$ cat config.mk
export PLATFORM = sky130hd
export DESIGN_NAME = counting_semaphore_wait_queue_top
export DESIGN_NICKNAME = d
export VERILOG_FILES = /design/src/hdl/csem_pkg.sv /design/src/hdl/counting_semaphore_wait_queue_top.sv /design/src/hdl/csem_ram.sv
export SDC_FILE = /design/constraint.sdc
export NUM_CORES = 1
export LEC_CHECK = 0
export ABC_AREA = 1
export ABC_CLOCK_PERIOD_IN_PS = 6600
export BUFFER_PORTS_ARGS = -buffer_cell sky130_fd_sc_hd__buf_2
export CAP_MARGIN = 20
export CELL_PAD_IN_SITES_DETAIL_PLACEMENT = 1
export CELL_PAD_IN_SITES_GLOBAL_PLACEMENT = 1
export CORE_UTILIZATION = 47
export DETAILED_ROUTE_END_ITERATION = 10
export GPL_TIMING_DRIVEN = 0
export MAX_ROUTING_LAYER = met4
export PLACE_DENSITY_LB_ADDON = 0.1
export SLEW_MARGIN = 10
export SYNTH_ARGS = -nofsm -noshare
export SYNTH_HDL_FRONTEND = slang
export SYNTH_SLANG_ARGS = --single-unit
$ cat constraint.sdc
create_clock -name clk -period 6.6 [get_ports clk]
set_clock_uncertainty 0.2 [all_clocks]
set_input_delay 1.32 -clock clk [delete_from_list [all_inputs] [get_ports clk]]
set_output_delay 1.32 -clock clk [all_outputs]
set_load 0.005 [all_outputs]
$ cat src/hdl/csem_pkg.sv
package csem_pkg;

  // Default sizes of the wait queue and of a stored task id
  localparam int CSEM_QUEUE_DEPTH  = 16;
  localparam int CSEM_TASK_ID_BITS = 8;

  // Fixed field widths on the streaming ports
  localparam int TASK_W  = 8;
  localparam int COUNT_W = 16;
  localparam int INIT_W  = 15;
  localparam int DATA_W  = TASK_W + COUNT_W;
  // Kept adjustment: value minus initial count spans -65535..32767
  localparam int ADJ_W   = 18;
  // Working width for the value plus a release count
  localparam int SUM_W   = ADJ_W + 1;

  // Request kind carried in in_tuser
  localparam logic MODE_WAIT   = 1'b0;
  localparam logic MODE_SIGNAL = 1'b1;

  // Result kind carried in out_tuser
  typedef enum logic [2:0] {
    KIND_PASSED   = 3'd0,
    KIND_BLOCKED  = 3'd1,
    KIND_RELEASED = 3'd2,
    KIND_SIG_DONE = 3'd3,
    KIND_REFUSED  = 3'd4
  } csem_kind_t;

  // Saturate a working sum to the 16-bit semaphore range
  function automatic logic signed [COUNT_W-1:0] csem_clamp(input logic signed [SUM_W-1:0] x);
    logic signed [COUNT_W-1:0] r;
    if (x > SUM_W'(32767)) begin
      r = 16'sh7FFF;
    end else if (x < -SUM_W'(32768)) begin
      r = 16'sh8000;
    end else begin
      r = x[COUNT_W-1:0];
    end
    return r;
  endfunction

endpackage

$ cat src/hdl/counting_semaphore_wait_queue_top.sv
// Sequence: a request is accepted in ST_IDLE and evaluated in ST_EXEC; a wait or a
//   negative signal registers its single result in ST_EXEC once the output is free.
// Flow: one request at a time; a signal releases its tasks from ST_EMIT, one read per
//   cycle from the wait queue memory while the output is free, then ends in ST_FIN.
// Reset (rst_n low, synchronous): initial count, value adjustment, queue pointers
//   and occupancy clear; queue memory contents are left as they are.
module counting_semaphore_wait_queue_top
  import csem_pkg::*;
#(
  parameter int QUEUE_DEPTH  = CSEM_QUEUE_DEPTH,
  parameter int TASK_ID_BITS = CSEM_TASK_ID_BITS
) (
  input  logic              clk,
  input  logic              rst_n,
  // Configuration: initial_count
  input  logic              cfg_wr_en,
  input  logic [INIT_W-1:0] cfg_wr_data,
  // Request channel
  input  logic              in_tvalid,
  output logic              in_tready,
  input  logic [DATA_W-1:0] in_tdata,   // task_id[7:0], signal_count[23:8]
  input  logic              in_tuser,   // mode
  // Result channel
  output logic              out_tvalid,
  input  logic              out_tready,
  output logic [DATA_W-1:0] out_tdata,  // released_task[7:0], return_value[23:8]
  output logic [2:0]        out_tuser,  // result_kind
  output logic              out_tlast   // last
);

  localparam int PTR_W = $clog2(QUEUE_DEPTH);
  localparam int CNT_W = $clog2(QUEUE_DEPTH + 1);
  localparam int EXT_W = TASK_ID_BITS + TASK_W;

  typedef enum logic [1:0] {ST_IDLE, ST_EXEC, ST_EMIT, ST_FIN} state_t;

  state_t                     state_r, state_nxt;
  logic [INIT_W-1:0]          init_r;
  logic signed [ADJ_W-1:0]    adj_r, adj_nxt;
  logic [PTR_W-1:0]           head_r, head_nxt, tail_r, tail_nxt;
  logic [CNT_W-1:0]           occ_r, occ_nxt, rel_left_r, rel_left_nxt;
  logic                       mode_r, mode_nxt;
  logic [TASK_W-1:0]          task_r, task_nxt;
  logic signed [COUNT_W-1:0]  n_r, n_nxt, ret_r, ret_nxt;
  logic                       out_valid_r, out_valid_nxt;
  csem_kind_t                 kind_r, kind_nxt;
  logic [TASK_W-1:0]          otask_r, otask_nxt;
  logic signed [COUNT_W-1:0]  oret_r, oret_nxt;
  logic                       olast_r, olast_nxt;

  logic                       out_free;
  logic signed [ADJ_W-1:0]    val;
  logic signed [SUM_W-1:0]    val_w;
  logic [CNT_W-1:0]           rel_cnt;
  logic signed [COUNT_W-1:0]  new_val;
  logic                       mem_wr_en, mem_rd_en;
  logic [TASK_ID_BITS-1:0]    mem_rd_data, task_masked;
  logic [EXT_W-1:0]           task_in_ext, task_q_ext, task_rd_ext;

  // Task id masked to the stored width and back to the port width
  assign task_in_ext = {{TASK_ID_BITS{1'b0}}, task_r};
  assign task_masked = task_in_ext[TASK_ID_BITS-1:0];
  assign task_q_ext  = {{TASK_W{1'b0}}, task_masked};
  assign task_rd_ext = {{TASK_W{1'b0}}, mem_rd_data};

  csem_ram #(
    .DEPTH (QUEUE_DEPTH),
    .WIDTH (TASK_ID_BITS)
  ) u_queue (
    .clk     (clk),
    .wr_en   (mem_wr_en),
    .wr_addr (tail_r),
    .wr_data (task_masked),
    .rd_en   (mem_rd_en),
    .rd_addr (head_r),
    .rd_data (mem_rd_data)
  );

  // Current semaphore value
  assign val   = $signed({3'b000, init_r}) + adj_r;
  assign val_w = {val[ADJ_W-1], val};

  // Tasks a signal releases: min(n, occupancy), or one for n == 0 on a negative value
  always_comb begin
    if (n_r == '0) begin
      rel_cnt = (val < 0 && occ_r != '0) ? CNT_W'(1) : '0;
    end else if (n_r > $signed({{(COUNT_W-CNT_W){1'b0}}, occ_r})) begin
      rel_cnt = occ_r;
    end else begin
      rel_cnt = n_r[CNT_W-1:0];
    end
  end

  assign out_free = !out_valid_r || out_tready;

  // Sequencer
  always_comb begin
    state_nxt     = state_r;
    adj_nxt       = adj_r;
    head_nxt      = head_r;
    tail_nxt      = tail_r;
    occ_nxt       = occ_r;
    rel_left_nxt  = rel_left_r;
    mode_nxt      = mode_r;
    task_nxt      = task_r;
    n_nxt         = n_r;
    ret_nxt       = ret_r;
    out_valid_nxt = out_valid_r && !out_tready;
    kind_nxt      = kind_r;
    otask_nxt     = otask_r;
    oret_nxt      = oret_r;
    olast_nxt     = olast_r;
    mem_wr_en     = 1'b0;
    mem_rd_en     = 1'b0;
    new_val       = '0;

    unique case (state_r)
      ST_IDLE: begin
        if (in_tvalid) begin
          mode_nxt  = in_tuser;
          task_nxt  = in_tdata[TASK_W-1:0];
          n_nxt     = $signed(in_tdata[DATA_W-1:TASK_W]);
          state_nxt = ST_EXEC;
        end
      end

      ST_EXEC: begin
        if (mode_r == MODE_WAIT) begin
          if (out_free) begin
            out_valid_nxt = 1'b1;
            olast_nxt     = 1'b1;
            state_nxt     = ST_IDLE;
            if (val > 0) begin
              new_val   = csem_clamp(val_w - SUM_W'(1));
              adj_nxt   = ADJ_W'(new_val) - $signed({3'b000, init_r});
              kind_nxt  = KIND_PASSED;
              otask_nxt = '0;
              oret_nxt  = 16'sd1;
            end else if (occ_r == CNT_W'(QUEUE_DEPTH)) begin
              kind_nxt  = KIND_REFUSED;
              otask_nxt = '0;
              oret_nxt  = '0;
            end else begin
              new_val   = csem_clamp(val_w - SUM_W'(1));
              adj_nxt   = ADJ_W'(new_val) - $signed({3'b000, init_r});
              mem_wr_en = 1'b1;
              tail_nxt  = (tail_r == PTR_W'(QUEUE_DEPTH - 1)) ? '0 : tail_r + 1'b1;
              occ_nxt   = occ_r + 1'b1;
              kind_nxt  = KIND_BLOCKED;
              otask_nxt = task_q_ext[TASK_W-1:0];
              oret_nxt  = '0;
            end
          end
        end else if (n_r < 0) begin
          if (out_free) begin
            out_valid_nxt = 1'b1;
            kind_nxt      = KIND_SIG_DONE;
            otask_nxt     = '0;
            oret_nxt      = n_r;
            olast_nxt     = 1'b1;
            state_nxt     = ST_IDLE;
          end
        end else begin
          // Value moves once up front; releases then drain the queue head
          if (n_r == '0) begin
            new_val = csem_clamp(val_w + SUM_W'(1));
            ret_nxt = '0;
          end else begin
            new_val = csem_clamp(val_w + $signed({{(SUM_W-CNT_W){1'b0}}, rel_cnt}));
            ret_nxt = $signed({{(COUNT_W-CNT_W){1'b0}}, rel_cnt});
          end
          adj_nxt = ADJ_W'(new_val) - $signed({3'b000, init_r});
          if (rel_cnt != '0) begin
            mem_rd_en    = 1'b1;
            head_nxt     = (head_r == PTR_W'(QUEUE_DEPTH - 1)) ? '0 : head_r + 1'b1;
            occ_nxt      = occ_r - 1'b1;
            rel_left_nxt = rel_cnt - 1'b1;
            state_nxt    = ST_EMIT;
          end else begin
            state_nxt = ST_FIN;
          end
        end
      end

      ST_EMIT: begin
        if (out_free) begin
          out_valid_nxt = 1'b1;
          kind_nxt      = KIND_RELEASED;
          otask_nxt     = task_rd_ext[TASK_W-1:0];
          oret_nxt      = '0;
          olast_nxt     = 1'b0;
          if (rel_left_r != '0) begin
            mem_rd_en    = 1'b1;
            head_nxt     = (head_r == PTR_W'(QUEUE_DEPTH - 1)) ? '0 : head_r + 1'b1;
            occ_nxt      = occ_r - 1'b1;
            rel_left_nxt = rel_left_r - 1'b1;
          end else begin
            state_nxt = ST_FIN;
          end
        end
      end

      ST_FIN: begin
        if (out_free) begin
          out_valid_nxt = 1'b1;
          kind_nxt      = KIND_SIG_DONE;
          otask_nxt     = '0;
          oret_nxt      = ret_r;
          olast_nxt     = 1'b1;
          state_nxt     = ST_IDLE;
        end
      end

      default: state_nxt = ST_IDLE;
    endcase
  end

  // State, counters and output register
  always_ff @(posedge clk) begin
    if (!rst_n) begin
      state_r     <= ST_IDLE;
      init_r      <= '0;
      adj_r       <= '0;
      head_r      <= '0;
      tail_r      <= '0;
      occ_r       <= '0;
      rel_left_r  <= '0;
      out_valid_r <= 1'b0;
    end else begin
      state_r     <= state_nxt;
      init_r      <= cfg_wr_en ? cfg_wr_data : init_r;
      adj_r       <= adj_nxt;
      head_r      <= head_nxt;
      tail_r      <= tail_nxt;
      occ_r       <= occ_nxt;
      rel_left_r  <= rel_left_nxt;
      out_valid_r <= out_valid_nxt;
      mode_r      <= mode_nxt;
      task_r      <= task_nxt;
      n_r         <= n_nxt;
      ret_r       <= ret_nxt;
      kind_r      <= kind_nxt;
      otask_r     <= otask_nxt;
      oret_r      <= oret_nxt;
      olast_r     <= olast_nxt;
    end
  end

  assign in_tready  = rst_n && (state_r == ST_IDLE);
  assign out_tvalid = out_valid_r;
  assign out_tdata  = {oret_r, otask_r};
  assign out_tuser  = kind_r;
  assign out_tlast  = olast_r;

endmodule

$ cat src/hdl/csem_ram.sv
module csem_ram
  import csem_pkg::*;
#(
  parameter int DEPTH = CSEM_QUEUE_DEPTH,
  parameter int WIDTH = CSEM_TASK_ID_BITS
) (
  input  logic                     clk,
  input  logic                     wr_en,
  input  logic [$clog2(DEPTH)-1:0] wr_addr,
  input  logic [WIDTH-1:0]         wr_data,
  input  logic                     rd_en,
  input  logic [$clog2(DEPTH)-1:0] rd_addr,
  output logic [WIDTH-1:0]         rd_data
);

  logic [WIDTH-1:0] mem [DEPTH];

  // One write port, one registered read port
  always_ff @(posedge clk) begin
    if (wr_en) begin
      mem[wr_addr] <= wr_data;
    end
  end

  always_ff @(posedge clk) begin
    if (rd_en) begin
      rd_data <= mem[rd_addr];
    end
  end

endmodule

# After elaboration in Yosys (flattened, before gate mapping)

Memory sizes are Yosys's and may differ from the RTL's. A register that Yosys moved wholly into a read port is not among the register bits.
Index checks and enable logic that the tools add are counted.
W data, S select, Z words.

Flip-flop bits (word level): 123
RAM bits: 128
Input port bits: 45
Output and inout bits: 30
Logic and storage cells: 197
Memories kept: 1

Memory list:

| name        | words | bits a word | read ports | clocked after memory_dff | wr ports | RTL line       | RTL |
|---|---|---|---|---|---|---|---|
| u_queue.mem | 16    | 8           | 1          | 1                        | 1        | csem_ram.sv:16 | `logic [WIDTH-1:0] mem [DEPTH];` |

Add/sub/neg operators: 13
$lt $le $gt $ge: 10
Equality and inequality tests: 23
Mux-type cells: 104
Bitwise operators: 4
Reduce and logical (&&, ||, !) cells: 25

Operators with widths:

| cell                    | number |
|---|---|
| $mux W16                | 25 |
| $mux W18                | 5 |
| $mux W5                 | 15 |
| $gt A19 B16 Y1 const B  | 3 |
| $lt A19 B16 Y1 const B  | 3 |
| $mux W8                 | 7 |
| $sub A16 B16 Y17        | 3 |
| $pmux W16 S3            | 1 |
| $mux W4                 | 7 |
| $ne A3 B3 Y1 const B    | 8 |
| $pmux W8 S3             | 1 |
| $mux W1                 | 22 |
| $mux W3                 | 7 |
| $pmux W5 S2             | 2 |
| $add A18 B2 Y19 const B | 1 |
| $add A18 B6 Y19         | 1 |
| $sub A18 B2 Y19 const B | 1 |
| $add A16 B18 Y18        | 1 |
| $gt A18 B1 Y1 const B   | 1 |
| $lt A18 B1 Y1 const B   | 1 |
| $ne A2 B2 Y1 const B    | 9 |
| $gt A16 B6 Y1           | 1 |
| $logic_not A16 Y1       | 1 |
| $lt A16 B1 Y1 const B   | 1 |
| other kinds (28)        | 52 |

# Depth between registers and ports, before layout

Gate-level depths: netlist of the first run.

Depth in word-level cells: 16
Gate-level depth with buffers: 44
Gate-level depth less buffers: 44

# Hierarchy

From an unflattened synthesis of the first run, not the netlist that was laid out.

Cell total of the unflattened synthesis: 1807
Area, all modules: 14767.9 sq um

By module, submodules not included:

| module                            | times used | cells an instance | area an instance (sq um) | sequential area each (sq um) |
|---|---|---|---|---|
| counting_semaphore_wait_queue_top | 1          | 1256              | 8921.1                   | 2802.7 |
| csem_ram                          | 1          | 551               | 5846.9                   | 4083.9 |

# Least setup slack after synthesis of the first run

Ideal clock, no wire load.

Kind: register to register
Start point: reg occ_r[2]
End point: reg adj_r[12]
Setup time: 0.122 ns
Data arrival time: 5.533 ns
Data required time: 6.278 ns
Slack: 0.745 ns
Stages on the path, launching flop included: 40
Path buffers: 1
Clock period less this slack: 5.855 ns
Path through: dfxtp_1 clkbuf_1 inv_1 ha_1 nand2_1 o21ai_0 nand2_1 nand3_1 nand3_1 nand2_1 nand3_1 o21ai_1 ha_1 inv_1 fa_1 o21ai_0 nand2_1 nand2_1 [4 not listed] nand2_1 a21oi_2 nand2_1 nand2_1 nand2_1 nand2_1 ha_1 inv_1 fa_1 a31oi_1 o21ai_0 a31oi_1 o21ai_0 a21oi_1 nor2_1 nor2_1 xor2_1 a21oi_1

Word-level cells in the longest chain between the ends: 15
Elaborated cells between the ends (all ways): 21
Classes of those cells: add/sub: 2; order compare: 3; eq/ne: 2; mux: 11; reduce/logical: 3

RTL lines:

| what                                                  | RTL line                                 | RTL |
|---|---|---|
| start, declared                                       | counting_semaphore_wait_queue_top.sv:41  | `logic [CNT_W-1:0] occ_r, occ_nxt, rel_left_r, rel_left_nxt;` |
| start signal, assigned                                | counting_semaphore_wait_queue_top.sv:235 | `occ_r <= occ_nxt;` |
| branches (longest 3 deep; another with $gt A16 B6 Y1) | -                                        |  |
| $mux W5 (*)                                           | counting_semaphore_wait_queue_top.sv:85  | `if (n_r == '0) begin` |
| named net rel_cnt[0]                                  | counting_semaphore_wait_queue_top.sv:54  | `logic [CNT_W-1:0] rel_cnt;` |
| $add A18 B6 Y19 (*)                                   | counting_semaphore_wait_queue_top.sv:169 | `new_val = csem_clamp(val_w + $signed({{(SUM_W-CNT_W){1'b0}}, rel_cnt}));` |
| $lt A19 B16 Y1                                        | csem_pkg.sv:35                           | `end else if (x < -SUM_W'(32768)) begin` |
| $mux W16                                              | csem_pkg.sv:35                           |  |
| $mux W16 (*)                                          | csem_pkg.sv:33                           | `if (x > SUM_W'(32767)) begin` |
| $mux W16 (*)                                          | counting_semaphore_wait_queue_top.sv:165 | `if (n_r == '0) begin` |
| $mux W16 (*)                                          | counting_semaphore_wait_queue_top.sv:154 | `end else if (n_r < 0) begin` |
| $mux W16 (*)                                          | counting_semaphore_wait_queue_top.sv:128 | `if (mode_r == MODE_WAIT) begin` |
| $mux W16 (*)                                          | counting_semaphore_wait_queue_top.sv:117 | `unique case (state_r)` |
| $sub A16 B16 Y17 (*)                                  | counting_semaphore_wait_queue_top.sv:172 | `adj_nxt = ADJ_W'(new_val) - $signed({3'b000, init_r});` |
| $mux W18 (*)                                          | counting_semaphore_wait_queue_top.sv:154 |  |
| $mux W18 (*)                                          | counting_semaphore_wait_queue_top.sv:128 |  |
| end signal, assigned                                  | counting_semaphore_wait_queue_top.sv:232 | `adj_r <= adj_nxt;` |
| end, declared                                         | counting_semaphore_wait_queue_top.sv:39  | `logic signed [ADJ_W-1:0] adj_r, adj_nxt;` |

Mark *: on every way through the listed nets, which the timed path passes. The select of a mux whose other input is x is not followed.
A chain may end at the register's enable or synchronous reset.

# Worst setup path in the final report of the first run

Start point: reg occ_r[3]
End point: reg adj_r[15]

Elaborated cells between the ends (all ways): 21
Classes of those cells: add/sub: 2; order compare: 3; eq/ne: 2; mux: 11; reduce/logical: 3

RTL lines:

| what                 | RTL line                                 | RTL |
|---|---|---|
| $gt A16 B6 Y1 (*)    | counting_semaphore_wait_queue_top.sv:87  | `end else if (n_r > $signed({{(COUNT_W-CNT_W){1'b0}}, occ_r})) begin` |
| $mux W5 (*)          | counting_semaphore_wait_queue_top.sv:87  |  |
| $mux W5 (*)          | counting_semaphore_wait_queue_top.sv:85  |  |
| named net rel_cnt[2] | counting_semaphore_wait_queue_top.sv:54  |  |
| $add A18 B6 Y19 (*)  | counting_semaphore_wait_queue_top.sv:169 |  |
| $lt A19 B16 Y1       | csem_pkg.sv:35                           |  |
| $mux W16             | csem_pkg.sv:35                           |  |
| $mux W16 (*)         | csem_pkg.sv:33                           |  |
| $mux W16 (*)         | counting_semaphore_wait_queue_top.sv:165 |  |
| $mux W16 (*)         | counting_semaphore_wait_queue_top.sv:154 |  |
| $mux W16 (*)         | counting_semaphore_wait_queue_top.sv:128 |  |
| $mux W16 (*)         | counting_semaphore_wait_queue_top.sv:117 |  |
| $sub A16 B16 Y17 (*) | counting_semaphore_wait_queue_top.sv:172 |  |
| $mux W18 (*)         | counting_semaphore_wait_queue_top.sv:154 |  |
| $mux W18 (*)         | counting_semaphore_wait_queue_top.sv:128 |  |

Mark *: on every way through the listed nets, which the timed path passes. The rest lies on a longest branch. The select of a mux whose other input is x is not followed.

==> out/results.tsv, run 1 <==
metric	value	unit
fmax	160	MHz
cts_buffer_depth	3	
regToRegStartpoint	occ_r[3]	
place_ws	-973	ps
fin_crit_sh	0.950	
slowest_stage	dfxtp_2	
powerDensity	304	nW/µm²
synthArstFlopShare	0	
worstPathRequired	6850	ps
crit_type	flop to flop	
dp_hpwl	33.8	mm
grt_first_pass_wirelength	70.8	mm
gr-total-overflow	0	
hold_viol_final	0	
fin_util	0.555	
hp-class	flop to flop	
core.rowCount	63	
via_per_inst	5.67	
wire_per_inst	20.9	µm
stdcell_area	16500	µm²
maxCapViolCount	0	
final-setup-viol-count	0	
gr-usage-all-layers	0.306	
root_buffer	clkbuf_16	
clk_latency	550	ps
cp.arrival	6520	ps
synth_flop_cell	edfxtp_1	
min_period	6270	ps
antenna_found_initial	0	
power.total	5.02	mW
grt_pass1_vias	13000	
fin_nets	1922	
drive_above_1_share	0.144	
ff2ff_path_depth	37	
start_util	0.479	
placed_area	15100	µm²
setup_slack	330	ps
worstSetupEndpointType	flop	
cp-startpoint	occ_r[3]	
dieArea	31000	µm²
clkTransAtPathRegs	70	ps
cts_tree	yes	
drtAntennaViolNets	0	
hp-start	rel_left_r[2]	
startpoint_type	flop	
drtPass1Iterations	7	
slew_headroom	0.302	
place_inst	2165	
mappedNetlistArea	14200	µm²
whs	285	ps
syn_nets	1804	
wirelength	46.5	mm
nFillCells	3557	
ys_seq_elements	247	
synth_sequential_area_ratio	0.484	
cp_common_cell	nand2_1	
drt_iter0_markers	966	
tightest_slew	1050	ps
synth.distinct_cells	51	
die_y	176	µm
cts-htree-levels	1	
synth_edf_count	194	
grt_max_degree	26	
synthCells	1700	
vias	12600	
status	completed	
critPathMaxFanout	10	
drc	0	
ios	75	
crit_family	compound AO/OA/AOI/OAI gates	
cp.depth	37	
fin_cells	2229	
hold_path_depth	2	
numCtsBuffers	27	
ys.warnings.count	0	
diodes	0	
syn2layout_area_growth	16.0	%
syn_area_per_cell	8.36	µm²
fin_tns_setup	0	ps
maxSlewViolCount	0	
worst_ir_drop_vdd	0.248	mV
design.core.area	29700	µm²
port-buffer-count	74	
gp_congestion	0.920	
cts_sinks	247	
path_buf_inv	4	
leakagePower	6.70	nW
cpPeakStageDelay	390	ps
die_w	176	µm
## cells in the mapped netlist, types with 2 or more instances
master | count | area share
nor2_4 | 2 | 0.0016
a21oi_2 | 5 | 0.0031
nor2_1 | 216 | 0.057
xnor2_1 | 12 | 0.0074
a211oi_1 | 7 | 0.0037
a31oi_1 | 3 | 0.0013
a21oi_1 | 93 | 0.033
or2_2 | 2 | 0.00088
nand3b_1 | 2 | 0.0011
o32ai_1 | 20 | 0.012
nor4_1 | 2 | 0.00088
nor2_2 | 10 | 0.0044
o2111ai_1 | 2 | 0.0012
nand4_1 | 16 | 0.0070
clkbuf_1 | 35 | 0.0092
nand2_1 | 383 | 0.10
inv_1 | 176 | 0.046
xor2_1 | 35 | 0.022
o221ai_1 | 12 | 0.0074
ha_1 | 56 | 0.049
buf_2 | 5 | 0.0018
a32oi_1 | 6 | 0.0037
buf_4 | 6 | 0.0032
inv_2 | 9 | 0.0024
dfxtp_1 | 53 | 0.075
nand2_2 | 23 | 0.010
o21a_1 | 3 | 0.0016
nand3_2 | 4 | 0.0028
o211ai_1 | 7 | 0.0037
a22oi_1 | 2 | 0.0011
o21ai_0 | 111 | 0.039
fa_1 | 3 | 0.0042
o21ai_1 | 3 | 0.0011
mux2i_1 | 12 | 0.0084
clkinv_1 | 5 | 0.0013
nor3_1 | 8 | 0.0028
edfxtp_1 | 194 | 0.41
nand3_1 | 138 | 0.049
buf_1 | 7 | 0.0018
## worst register-to-register path, delay by kind of cell, from the launching register on
kind / cells / cell delay [ps]
compound gates: 13 / 2120
xor+xnor: 1 / 180
fa+ha+maj: 3 / 1030
buf+inv: 4 / 510
flops: 1 / 390
simple gates: 16 / 1730
## sequential cells by signal, summed over array words and instances, names as in the netlist
| signal | cells |
|---|---|
| ret_r | 5 |
| u_queue.rd_data | 8 |
| tail_r | 4 |
| task_masked | 8 |
| occ_r | 5 |
| out_tvalid | 1 |
| u_queue.mem | 128 |
| state_r | 2 |
| mode_r | 1 |
| init_r | 15 |
| out_tuser | 3 |
| n_r | 16 |
| otask_r | 8 |
| oret_r | 16 |
| head_r | 4 |
| out_tlast | 1 |
| adj_r | 17 |
| rel_left_r | 5 |
## per-layer routing
| metal | vias up | GRT usage | share of wire |
|---|---|---|---|
| li1 | 5986 | - | - |
| met1 | 6198 | 0.411 | 0.46 |
| met2 | 358 | 0.483 | 0.46 |
| met3 | 89 | 0.0390 | 0.055 |
| met4 | 0 | 0.0928 | 0.030 |
| met5 | - | - | 0 |
## cells in the final DEF (no fill, tap or decap), drive strengths merged, types with 2 or more instances in the layout
cell type	Yosys	final
a211oi	7	7
clkbuf	35	67
edfxtp	194	194
a21oi	98	98
xnor2	12	12
fa	3	3
a22oi	2	2
clkinv	5	14
a31oi	3	3
bufinv	0	3
o2111ai	2	2
o21ai	115	115
o211ai	7	7
nor3	9	9
nor4	2	2
a32oi	6	6
nand2	407	407
xor2	35	35
mux2i	12	12
buf	19	108
clkinvlp	0	2
ha	56	56
nor2	228	228
o32ai	20	20
nand3	142	142
o21a	3	3
nand3b	2	2
or2	2	2
dfxtp	53	53
nand4	16	16
o221ai	12	12
inv	185	189
## power by group
group,total (mW),switching (mW),internal (mW),leakage [nW]
clock network,1.60,0.658,0.945,0.465
registers,1.79,0.0531,1.74,2.20
logic,1.63,1.08,0.553,4.04
total,5.02,1.79,3.23,6.70
## path summary, 6_finish.rpt
path	endpoint	slack, ps
worst min-delay path	rel_left_r[2]	280
worst max-delay path	adj_r[15]	330
worst min register to register	rel_left_r[2]	280
worst max register to register	adj_r[15]	330
## cells by family (layout without fill, tap and decap cells)
group	after synthesis	count (layout)	synth area share
mux	12	12	0.00845
simple gates	809	809	0.241
buf+inv	244	383	0.0670
compound gates	282	282	0.117
flops	247	247	0.484
xor+xnor	47	47	0.0289
fa+ha+maj	59	59	0.0535
## timing repair
| item | in CTS | in global routing |
|---|---|---|
| hold buffers | 0 | 0 |
| gates resized for setup | 48 | 38 |
| pin swaps | 9 | 14 |
| setup endpoints to repair | 13 | 8 |
| buffers inserted | 8 | 7 |
## final cells by class
class	instances	area, µm²	area share
Multi-Input combinational cell	1209	6720	0.407
Clock inverter	18	191	0.0116
Clock buffer	32	757	0.0459
Tap cell	390	488	0.0296
Timing Repair Buffer	90	488	0.0296
Inverter	190	716	0.0434
Sequential cell	247	6900	0.418
Buffer	53	241	0.0146
Power figures use the tool's default switching activity.
==> inputs of run 2 (changes only) <==
--- a/config.mk
+++ b/config.mk
@@ -5,13 +5,12 @@
 export SDC_FILE = /design/constraint.sdc
 export NUM_CORES = 1
 export LEC_CHECK = 0
-export ABC_AREA = 1
 export ABC_CLOCK_PERIOD_IN_PS = 6600
 export BUFFER_PORTS_ARGS = -buffer_cell sky130_fd_sc_hd__buf_2
-export CAP_MARGIN = 20
+export CAP_MARGIN = 15
 export CELL_PAD_IN_SITES_DETAIL_PLACEMENT = 1
 export CELL_PAD_IN_SITES_GLOBAL_PLACEMENT = 1
-export CORE_UTILIZATION = 47
+export CORE_UTILIZATION = 50
 export DETAILED_ROUTE_END_ITERATION = 10
 export GPL_TIMING_DRIVEN = 0
 export MAX_ROUTING_LAYER = met4
==> run 2 against run 1 <==
Compared with the run above:
- the flow now finishes with violations (negative setup slack)
- critical path depth grew 1
- critical path type unchanged
- final cell count down 20%
- sequential power hardly changed
- via count down 12%
- worst hold slack better by 28 ps
- utilization is 6.6 points higher
- largest cell class is now multi-input combinational cells
- global-route usage increased by 1.6 points
- count of clock-buffer cells in the layout grew 2
- sequential share of layout area down 0.92 points
- die area shrank 7.5%
- register-to-register slack worse by 1500 ps
==> out/results.tsv, run 2 <==
metric	value	unit	change
largest_registers	u_queue.mem x128, adj_r x17		unchanged
r2r_setup_slack	-1170	ps	was 330 ps
tightest_slew	1050	ps	about the same
crit_type	flop to flop		unchanged
drc	0		unchanged
design.core.area	27200	µm²	was 29700 µm²
largest-register	u_queue.mem		unchanged
mappedNetlistArea	14000	µm²	was 14200 µm²
maxSlewViolCount	0		unchanged
cp_common_cell	a21oi_2		was nand2_1
ys_seq_elements	247		unchanged
via_per_inst	6.22		was 5.67
nFillCells	2833		was 3557
syn_area_per_cell	11.3	µm²	was 8.36 µm²
dieArea	28600	µm²	was 31000 µm²
drive_above_1_share	0.250		was 0.144
layout_commonest_cell	edfxtp_1		was nand2_1
cp.arrival	7940	ps	was 6520 ps
wirelength	44.5	mm	was 46.5 mm
syn_nets	1338		was 1804
status	finished, violations left		was completed
hold_viol_final	0		unchanged
cts_sinks	247		unchanged
maxCapViolCount	0		unchanged
layout_common_cells	edfxtp_1, nor2_1, buf_2		was nand2_1, nor2_1, edfxtp_1
final-setup-viol-count	9		was 0
ios	75		unchanged
fin_tns_setup	-5180	ps	was 0 ps
synth_sequential_area_ratio	0.492		was 0.484
setup_slack	-1170	ps	was 330 ps
cts_buffer_depth	3		unchanged
clkTransAtPathRegs	60	ps	was 70 ps
worst_ir_drop_vdd	0.258	mV	was 0.248 mV
slew_headroom	0.303		was 0.302
grt_pass1_vias	11600		was 13000
cts_tree	yes		unchanged
core.rowCount	60		was 63
slowest_stage	edfxtp_1		was dfxtp_2
vias	11100		was 12600
ys.warnings.count	0		unchanged
leakagePower	6.12	nW	was 6.70 nW
port-buffer-count	73		was 74
drtAntennaViolNets	0		unchanged
die_y	169	µm	was 176 µm
synth_most_common_cell	edfxtp_1		was nand2_1
synthTopCellsByCount	edfxtp_1, nor2_1, inv_1, nand2_1, ha_1		was nand2_1, nor2_1, edfxtp_1
syn2layout_area_growth	20.7	%	was 16.0%
wire_per_inst	24.8	µm	was 20.9 µm
fmax	129	MHz	was 160 MHz
worstSetupEndpointType	flop		unchanged
die_w	169	µm	was 176 µm
synth.distinct_cells	94		was 51
gr-usage-all-layers	0.322		was 0.306
grt_first_pass_wirelength	68.0	mm	was 70.8 mm
synth_edf_count	194		unchanged
drt_iter0_markers	911		was 966
critPathMaxFanout	5		was 10
hp-class	flop to flop		unchanged
fin_crit_sh	1.18		was 0.950
drtPass1Iterations	6		was 7
netlist.area_leader.share	0.417		was 0.410
powerDensity	334	nW/µm²	was 304 nW/µm²
synth_area_leaders	edfxtp_1, dfxtp_1, mux4_2, ha_1, nor2_1		was edfxtp_1, nand2_1, dfxtp_1, nor2_1, ha_1
gp_congestion	0.932		was 0.920
antenna_found_initial	1		was 0
fin_nets	1500		was 1922
numCtsBuffers	28		was 27
violations	negative setup slack		
grt_max_degree	26		unchanged
grt_setup_unrepaired	true		
largest_register_ffs	128		unchanged
synth_flop_cell	edfxtp_1		unchanged
synthCells	1234		was 1700
min_period	7770	ps	was 6270 ps
start_util	0.515		was 0.479
synthArstFlopShare	0		unchanged
clk_latency	540	ps	was 550 ps
root_buffer	clkbuf_16		unchanged
fin_cells	1790		was 2229
cts-hold-fix-buffers	0		unchanged
dp_hpwl	31.1	mm	was 33.8 mm
gr-total-overflow	0		unchanged
yosys.area.top_type	edfxtp_1		unchanged
worstPathRequired	6770	ps	was 6850 ps
cpPeakStageDelay	490	ps	was 390 ps
place_inst	1680		was 2165
startpoint_type	flop		unchanged
cts-htree-levels	1		unchanged
-- run 2: through the flow --
stage / util / setup slack [ps] / hold slack (ps) / total power, mW / cell area, µm²
floorplan: - / -390 / 249 / 3.12 / 14100
global route: 0.621 / -1430 / 345 / 5.88 / 16900
finish: 0.621 / -1170 / 312 / 5.64 / 16900
CTS: 0.612 / -1070 / 301 / 5.46 / 16600
detailed placement: 0.550 / -2160 / 282 / 3.60 / 14900
global placement: 0.549 / -1960 / 265 / 3.55 / 14900
-- run 2: layout make-up --
class	count	area [µm²]	area share
multi-input cells	865	7230	0.428
flip-flops and latches	247	6900	0.409
repair buffers	135	846	0.0501
clock buffers	34	744	0.0441
well taps	372	465	0.0276
plain buffers	54	268	0.0159
inverters	65	244	0.0145
clock inverters	17	178	0.0105
diodes	1	2.50	0.000148
-- run 2: path summary, 6_finish.rpt --
check / end / start / cells after the start
max: adj_r[12] / n_r[2] / 38
min: rel_left_r[3] / rel_left_r[3] / 2
max reg2reg: adj_r[12] / n_r[2] / 38
min reg2reg: rel_left_r[3] / rel_left_r[3] / 2
-- run 2: worst max-delay path, delay by kind of cell (launching register included) --
kind | cells | cell delay [ps]
buf+inv | 6 | 580
fa+ha+maj | 5 | 1430
flops | 1 | 490
mux | 1 | 220
simple gates | 7 | 1110
xor+xnor | 2 | 320
compound gates | 17 | 3230
-- run 2: cells by family after synthesis --
logic type | after synthesis | synth area share
AND/OR/NAND/NOR | 375 | 0.135
AO/OA/AOI/OAI | 278 | 0.144
flip-flops | 247 | 0.492
buffers and inverters | 122 | 0.0350
multiplexers | 83 | 0.0953
XOR/XNOR | 70 | 0.0438
adder cells (fa/ha/maj) | 59 | 0.0544
-- run 2: per-layer routing --
metal / vias up / part of all wire / track usage / wire (µm)
li1: 5010 / - / - / -
met1: 5728 / 0.41 / 0.391 / 18000
met2: 305 / 0.52 / 0.565 / 23000
met3: 88 / 0.047 / 0.0394 / 2100
met4: 0 / 0.030 / 0.0917 / 1310
met5: - / 0 / - / 0
-- run 2: power by group --
part	leakage (nW)	internal [mW]	switching (mW)
Sequential	2.20	1.75	0.0638
Clock	0.445	0.924	0.641
Combinational	3.48	0.966	1.30
-- run 2: repair_timing --
item | CTS | global route
gates resized for setup | 90 | 26
pin swaps | 63 | 39
endpoints found under the setup margin | 15 | 13
cloned | 0 | 0
buffers inserted | 48 | 16
